--- config.mk ---
export PLATFORM = sky130hd
export DESIGN_NAME = hypergraph_indep_set_counter
export DESIGN_NICKNAME = d
export VERILOG_FILES = /design/src/rtl/hisc_pkg.sv /design/src/rtl/hypergraph_indep_set_counter.sv /design/src/rtl/hisc_ram.sv
export SDC_FILE = /design/constraint.sdc
export NUM_CORES = 2
export LEC_CHECK = 0
export ABC_AREA = 1
export BUFFER_PORTS_ARGS = -buffer_cell sky130_fd_sc_hd__buf_2
export CAP_MARGIN = 0
export CORE_MARGIN = 2
export CORE_UTILIZATION = 50
export DETAILED_ROUTE_END_ITERATION = 12
export PLACE_DENSITY = 0.68
export SLEW_MARGIN = 20
export SYNTH_ARGS = -nofsm -noshare
export SYNTH_HDL_FRONTEND = slang
export SYNTH_SLANG_ARGS = --single-unit
--- constraint.sdc ---
create_clock -name clk_i -period 6.9 [get_ports clk_i]
set_input_delay 0.345 -clock clk_i [delete_from_list [all_inputs] [get_ports clk_i]]
set_output_delay 0.345 -clock clk_i [all_outputs]
set_load 0.1 [all_outputs]
--- src/rtl/hisc_pkg.sv ---
package hisc_pkg;

  localparam int CountW         = 33;
  localparam int VcountW        = 6;
  localparam int EdgeIdxW       = 6;
  localparam int VertIdxW       = 5;
  localparam int DefMaxVertices = 32;
  localparam int DefMaxEdges    = 64;

  localparam logic [VcountW-1:0] VcountReset = 6'd32;

  localparam logic CmdAdd   = 1'b0;
  localparam logic CmdCount = 1'b1;

endpackage

--- src/rtl/hypergraph_indep_set_counter.sv ---
// Channel  Direction  Handshake               Beat contents
// in       input      in_valid_i / in_stall_o  cmd_i, edge_index_i, vertex_index_i
// out      output     out_valid_o / out_stall_i set_count_o
// cfg      input      cfg_we_i                cfg_wdata_i (vertex_count)
// An add beat does one edge-store read, then writes the merged row back.
// A count beat walks the search tree; each tree node scans all MAX_EDGES edge
// rows through the single read port.
// Only a vertex in a live edge branches; any other vertex doubles the leaf weight.
// Reset clears the edge-row valid bits at once, so no clearing pass is needed.
// A finished count waits in the output register while out_stall_i is high.
module hypergraph_indep_set_counter #(
  parameter int MAX_VERTICES = hisc_pkg::DefMaxVertices,
  parameter int MAX_EDGES    = hisc_pkg::DefMaxEdges
) (
  input  logic                           clk_i,
  input  logic                           rst_ni,
  input  logic                           cfg_we_i,
  input  logic [hisc_pkg::VcountW-1:0]   cfg_wdata_i,
  input  logic                           in_valid_i,
  output logic                           in_stall_o,
  input  logic                           cmd_i,
  input  logic [hisc_pkg::EdgeIdxW-1:0]  edge_index_i,
  input  logic [hisc_pkg::VertIdxW-1:0]  vertex_index_i,
  output logic                           out_valid_o,
  input  logic                           out_stall_i,
  output logic [hisc_pkg::CountW-1:0]    set_count_o
);
  import hisc_pkg::*;

  localparam int EW = (MAX_EDGES > 1) ? $clog2(MAX_EDGES) : 1;
  localparam int VI = (MAX_VERTICES > 1) ? $clog2(MAX_VERTICES) : 1;
  localparam int VW = $clog2(MAX_VERTICES + 1);
  localparam int MV = MAX_VERTICES;

  localparam logic [2:0] StIdle = 3'd0;
  localparam logic [2:0] StLdWr = 3'd1;
  localparam logic [2:0] StScan = 3'd2;
  localparam logic [2:0] StLeaf = 3'd3;
  localparam logic [2:0] StDone = 3'd4;

  logic [2:0]         state_q, state_d;
  logic [VcountW-1:0] vcount_q;
  logic [VW-1:0]      n_q, n_d;
  logic [VW-1:0]      pos_q, pos_d;
  logic [MV-1:0]      incl_q, incl_d;
  logic [MV-1:0]      pend_q, pend_d;
  logic [MV-1:0]      free_q, free_d;
  logic [CountW-1:0]  cnt_q, cnt_d;
  logic [EW:0]        sc_q, sc_d;
  logic               pipe_q, pipe_d;
  logic               conf_q, conf_d;
  logic               live_q, live_d;
  logic [MAX_EDGES-1:0] vld_q, vld_d;
  logic               rd_vld_q;
  logic [EW-1:0]      ld_addr_q, ld_addr_d;
  logic [VI-1:0]      ld_vert_q, ld_vert_d;
  logic               out_valid_q, out_valid_d;
  logic [CountW-1:0]  out_cnt_q, out_cnt_d;

  logic               accept;
  logic               in_range;
  logic [EW-1:0]      rd_addr;
  logic [MV-1:0]      rdata;
  logic [MV-1:0]      row;
  logic               we;
  logic [MV-1:0]      wdata;
  logic               issue;
  logic               hit;
  logic               live_row;
  logic [MV-1:0]      pos_bit;
  logic [MV-1:0]      n_mask;
  logic               bt_found;
  logic [VI-1:0]      bt_idx;
  logic [VW-1:0]      free_cnt;
  logic [VW-1:0]      n_sat;
  logic [VW-1:0]      pos_inc;

  hisc_ram #(.WIDTH(MV), .DEPTH(MAX_EDGES), .ADDR_W(EW)) u_edge_ram (
    .clk_i  (clk_i),
    .we_i   (we),
    .waddr_i(ld_addr_q),
    .wdata_i(wdata),
    .raddr_i(rd_addr),
    .rdata_o(rdata)
  );

  assign accept   = in_valid_i && (state_q == StIdle);
  assign in_range = (32'(edge_index_i) < MAX_EDGES) && (32'(vertex_index_i) < MV);
  assign rd_addr  = (state_q == StScan) ? sc_q[EW-1:0] : EW'(edge_index_i);
  assign row      = rd_vld_q ? rdata : '0;
  assign we       = (state_q == StLdWr);
  assign wdata    = row | (MV'(1) << ld_vert_q);
  assign issue    = (32'(sc_q) < MAX_EDGES);
  assign pos_bit  = MV'(1) << pos_q[VI-1:0];
  assign pos_inc  = pos_q + VW'(1);
  assign n_sat    = (32'(vcount_q) > MV) ? VW'(MV) : VW'(vcount_q);
  assign n_mask   = (32'(n_q) >= MV) ? '1 : ((MV'(1) << n_q) - MV'(1));

  // Including pos completes an edge when every other member is already in.
  assign hit = |(row & pos_bit) && ((row & ~pos_bit & ~incl_q) == '0);

  // An edge still constrains pos when no member lies beyond the vertex count
  // and no member below pos has been left out.
  assign live_row = |(row & pos_bit) && ((row & ~n_mask) == '0) &&
                    ((row & ~incl_q & (pos_bit - MV'(1))) == '0);

  always_comb begin
    bt_found = 1'b0;
    bt_idx   = '0;
    for (int i = 0; i < MV; i++) begin
      if (pend_q[i]) begin
        bt_found = 1'b1;
        bt_idx   = VI'(i);
      end
    end
  end

  always_comb begin
    free_cnt = '0;
    for (int i = 0; i < MV; i++) begin
      free_cnt = free_cnt + VW'(free_q[i]);
    end
  end

  always_comb begin
    state_d     = state_q;
    n_d         = n_q;
    pos_d       = pos_q;
    incl_d      = incl_q;
    pend_d      = pend_q;
    free_d      = free_q;
    cnt_d       = cnt_q;
    sc_d        = sc_q;
    pipe_d      = 1'b0;
    conf_d      = conf_q;
    live_d      = live_q;
    vld_d       = vld_q;
    ld_addr_d   = ld_addr_q;
    ld_vert_d   = ld_vert_q;
    out_valid_d = out_valid_q && out_stall_i;
    out_cnt_d   = out_cnt_q;
    case (state_q)
      StIdle: begin
        if (accept) begin
          if (cmd_i == CmdAdd) begin
            ld_addr_d = EW'(edge_index_i);
            ld_vert_d = VI'(vertex_index_i);
            if (in_range) begin
              state_d = StLdWr;
            end
          end else begin
            n_d    = n_sat;
            pos_d  = '0;
            incl_d = '0;
            pend_d = '0;
            free_d = '0;
            cnt_d  = '0;
            sc_d   = '0;
            conf_d = 1'b0;
            live_d = 1'b0;
            state_d = (n_sat == '0) ? StLeaf : StScan;
          end
        end
      end
      StLdWr: begin
        vld_d[ld_addr_q] = 1'b1;
        state_d = StIdle;
      end
      StScan: begin
        if (pipe_q && hit) begin
          conf_d = 1'b1;
        end
        if (pipe_q && live_row) begin
          live_d = 1'b1;
        end
        if (issue) begin
          sc_d   = sc_q + (EW+1)'(1);
          pipe_d = 1'b1;
        end else if (!pipe_q) begin
          // Exclusion branch first; inclusion is left pending when allowed.
          // A vertex in no live edge is counted twice instead of branching.
          pend_d[pos_q[VI-1:0]] = live_q & ~conf_q;
          free_d[pos_q[VI-1:0]] = ~live_q;
          pos_d  = pos_inc;
          sc_d   = '0;
          conf_d = 1'b0;
          live_d = 1'b0;
          state_d = (pos_inc == n_q) ? StLeaf : StScan;
        end
      end
      StLeaf: begin
        cnt_d = cnt_q + (CountW'(1) << free_cnt);
        if (bt_found) begin
          pend_d[bt_idx] = 1'b0;
          incl_d = (incl_q & ((MV'(1) << bt_idx) - MV'(1))) | (MV'(1) << bt_idx);
          free_d = free_q & ((MV'(1) << bt_idx) - MV'(1));
          pos_d  = VW'(bt_idx) + VW'(1);
          sc_d   = '0;
          conf_d = 1'b0;
          live_d = 1'b0;
          state_d = ((VW'(bt_idx) + VW'(1)) == n_q) ? StLeaf : StScan;
        end else begin
          state_d = StDone;
        end
      end
      StDone: begin
        if (!out_valid_q || !out_stall_i) begin
          out_valid_d = 1'b1;
          out_cnt_d   = cnt_q;
          vld_d       = '0;
          state_d     = StIdle;
        end
      end
      default: state_d = StIdle;
    endcase
  end

  always_ff @(posedge clk_i or negedge rst_ni) begin
    if (!rst_ni) begin
      state_q     <= StIdle;
      vcount_q    <= VcountReset;
      vld_q       <= '0;
      pipe_q      <= 1'b0;
      out_valid_q <= 1'b0;
    end else begin
      state_q     <= state_d;
      vld_q       <= vld_d;
      pipe_q      <= pipe_d;
      out_valid_q <= out_valid_d;
      if (cfg_we_i) begin
        vcount_q <= cfg_wdata_i;
      end
    end
  end

  always_ff @(posedge clk_i) begin
    n_q       <= n_d;
    pos_q     <= pos_d;
    incl_q    <= incl_d;
    pend_q    <= pend_d;
    free_q    <= free_d;
    cnt_q     <= cnt_d;
    sc_q      <= sc_d;
    conf_q    <= conf_d;
    live_q    <= live_d;
    ld_addr_q <= ld_addr_d;
    ld_vert_q <= ld_vert_d;
    out_cnt_q <= out_cnt_d;
    rd_vld_q  <= vld_q[rd_addr];
  end

  assign in_stall_o  = (state_q != StIdle);
  assign out_valid_o = out_valid_q;
  assign set_count_o = out_cnt_q;

endmodule

--- src/rtl/hisc_ram.sv ---
module hisc_ram #(
  parameter int WIDTH  = 32,
  parameter int DEPTH  = 64,
  parameter int ADDR_W = (DEPTH > 1) ? $clog2(DEPTH) : 1
) (
  input  logic              clk_i,
  input  logic              we_i,
  input  logic [ADDR_W-1:0] waddr_i,
  input  logic [WIDTH-1:0]  wdata_i,
  input  logic [ADDR_W-1:0] raddr_i,
  output logic [WIDTH-1:0]  rdata_o
);

  logic [WIDTH-1:0] mem_q [0:DEPTH-1];

  always_ff @(posedge clk_i) begin
    if (we_i) begin
      mem_q[waddr_i] <= wdata_i;
    end
    rdata_o <= mem_q[raddr_i];
  end

endmodule

==> results.ini <==
[worst_hold_path]
hp-class=input port to asynchronous set/reset pin

[sta]
period_minus_slack_ps=7650
setup_viol=18
worst_slack_ps=-753
hold_viol=0
worst_pin_slew_ps=1110
finalMaxSlewViolations=0
rsz0062_at_grt=yes
finClkSkew_ps=28.5
period_share_pct=111
max_freq_mhz=131
max_slew_margin_pct=26.0

[detailed_routing]
drcViolationCount=0
vias=70682
wire_per_inst_um=27.0
dr.pass1.iters=8
viasPerCell=6.26
finalWirelength_um=305000
final_antenna_net_count=0
dr.first_iter.drc_count=10508

[cts]
cts_tree=done
cts.sinks=2350
insertion_delay_ps=890
cts-root-buf=clkbuf_16
clock_path_buffers=3
cts_made_buffers=226
cts_max_level=4
clk_pin_slew_ps=60

[logic_synthesis]
synth_area_um2=98700
synth_edf_count=2242
synth-main-ff-cell=edfxtp_1
ys_ff_latch=2350
yosysUniqueCellTypes=64
syn_area_per_cell_um2=11.9
yosys_warnings=0
syn-num-nets=8428
syn_inst=8325
async_flop_share_pct=3.19
seq_area_frac_synth_pct=70.8

[run_status]
violations=setup timing
outcome=complete, but fails checks

[global_routing]
antenna_found_initial=14
gr-usage-all-layers_pct=29.8
grt_overflow=0
grt_pass1_vias=66826
grt_pass1_wl_um=440000
grt_max_degree=185

[setup_path]
cp_slowest_stage_delay_ps=540
cp-end-kind=flip-flop
worstPathMaxFanout=4
critPathKind=flip-flop to flip-flop
path_buf_inv=10
worst_setup_path_start_kind=flip-flop
cpMaxStageDelayCell=fa_1
required_ps=7500
cp.arrival_ps=8260
path_delay_family=adder cells
critPathMostFrequentCell=inv_2

[floorplanning]
die_h_um=448
num_rows=163
initial_core_util_pct=50.2
die_area_um2=201000
die_w_um=448
core_area_um2=197000
ios=58

[placement]
gp_congestion=0.945
dp_hpwl_um=166000
portBuffers=57

[finish]
postLayoutCoreUtil_pct=57.1
fin_nets=8555
final_layout_size_suffix_gt1_share_pct=11.3
area_growth_pct=13.8

[flow_run]
maxCapViolCount=0

-- state kept, by name, summed over array words and instances, names as in the netlist, 6 cells and up --
name / count
vcount_q: 6
incl_q: 32
n_q: 6
free_q: 32
set_count_o: 33
u_edge_ram.rdata_o: 32
ld_addr_q: 6
u_edge_ram.mem_q: 2048
vld_q: 64
cnt_q: 33
sc_q: 7
pos_q: 6
pend_q: 32
-- cell usage after synthesis, types with 55 or more instances --
library cell / count / area, um^2
nor3_1: 76 / 380
a21oi_1: 156 / 781
ha_1: 55 / 688
edfxtp_1: 2242 / 67300
nand3_1: 154 / 771
nand2_1: 392 / 1470
o22ai_1: 546 / 3420
o21ai_0: 1471 / 7360
dfrtp_1: 74 / 1850
o221ai_1: 128 / 1120
nor2_1: 1775 / 6660
clkbuf_1: 490 / 1840
inv_1: 349 / 1310
-- worst register-to-register path: cells and delay by family, from the launching register on --
kind	cells	cell delay (ps)
fa+ha+maj	10	4060
compound gates	9	1140
simple gates	8	810
buf+inv	10	620
flops	1	430
xor+xnor	2	300
-- final timing paths --
path | startpoint | to | slack (ps) | cells after the start
min in group clk_i | edge_index_i[0] | ld_addr_q[0]$_DFFE_PP_ | 290 | 2
max in group asynchronous | rst_ni | vcount_q[4]$_DFFE_PN0P_ | 5620 | 3
worst min register to register | cnt_q[2]$_SDFFCE_PP0P_ | set_count_o[2]$_DFFE_PP_ | 470 | 0
worst max register to register | free_q[17]$_DFFE_PP_ | cnt_q[32]$_SDFFCE_PP0P_ | -750 | 39
worst min-delay path | rst_ni | vld_q[4]$_DFFE_PN0P_ | 100 | 2
worst max-delay path | free_q[17]$_DFFE_PP_ | cnt_q[32]$_SDFFCE_PP0P_ | -750 | 39
-- placed cells by master, fill, tap and decap left out, types with 37 or more instances in the layout --
| cell | synthesis | layout |
|---|---|---|
| nor3_1 | 76 | 67 |
| dfrtp_1 | 74 | 74 |
| clkbuf_16 | 0 | 228 |
| nand3_1 | 154 | 152 |
| o21ai_0 | 1471 | 1430 |
| o22ai_1 | 546 | 546 |
| edfxtp_1 | 2242 | 2242 |
| inv_1 | 349 | 333 |
| inv_2 | 29 | 42 |
| a21oi_1 | 156 | 145 |
| o21ai_4 | 0 | 37 |
| buf_2 | 4 | 56 |
| clkinv_2 | 0 | 42 |
| clkbuf_1 | 490 | 46 |
| o221ai_1 | 128 | 128 |
| buf_4 | 1 | 294 |
| nor2_4 | 6 | 76 |
| nor2_1 | 1775 | 1698 |
| ha_1 | 55 | 50 |
| nand2_1 | 392 | 384 |
-- through the flow --
step	setup TNS, ps	hold slack (ps)	setup slack [ps]	cells	instance area (um^2)
2_1_floorplan	-1570	49.4	-334	8325	98800
3_3_place_gp	-12190	310	-984	10801	104000
3_5_place_dp	-12770	311	-1000	10801	104000
4_1_cts	-9450	52.6	-752	11281	112000
5_1_grt	-15460	105	-1120	11288	112000
6_report	-9370	97.9	-753	11289	112000
-- per-layer routing --
layer / GRT usage, % / part of all wire (%) / routed length [um] / up-vias
li1: - / - / - / 30801
met1: 41.8 / 39 / 119000 / 34845
met2: 45.4 / 45 / 136000 / 4371
met3: 5.97 / 12 / 35500 / 649
met4: 13.2 / 4.6 / 14000 / 16
met5: 0 / 0.034 / 103 / -
-- cell families (layout without fill, tap and decap cells) --
| group | count (synthesis) | count (layout) | share of synthesized area, % |
|---|---|---|---|
| AO/OA/AOI/OAI | 2461 | 2461 | 14.1 |
| XOR/XNOR | 41 | 41 | 0.364 |
| adder cells (fa/ha/maj) | 80 | 80 | 1.20 |
| buffers and inverters | 897 | 1220 | 3.43 |
| flip-flops | 2350 | 2350 | 70.8 |
| multiplexers | 1 | 1 | 0.0114 |
| other | 0 | 1 | 0 |
| AND/OR/NAND/NOR | 2495 | 2495 | 10.1 |
-- final cells by class --
type | instances | area [um^2]
Antenna cell | 1 | 2.50
Clock buffer | 295 | 6170
Clock inverter | 129 | 1490
Fill cell | 15587 | 84500
Inverter | 386 | 1480
Multi-Input combinational cell | 5078 | 26700
Sequential cell | 2350 | 69900
Tap cell | 2640 | 3300
Timing Repair Buffer | 410 | 3310
-- repair_timing --
item                                    CTS  global route
endpoints found under the setup margin   21            25
gates resized for setup                  47            34
buffers inserted                         24             9
hold buffers                             32             0
endpoints found under the hold margin    60             0
cloned                                    0             0
pin swaps                                32            16
Power is not shown: default switching activity piles up to over one toggle a cycle in this logic, so the estimate is an artifact.
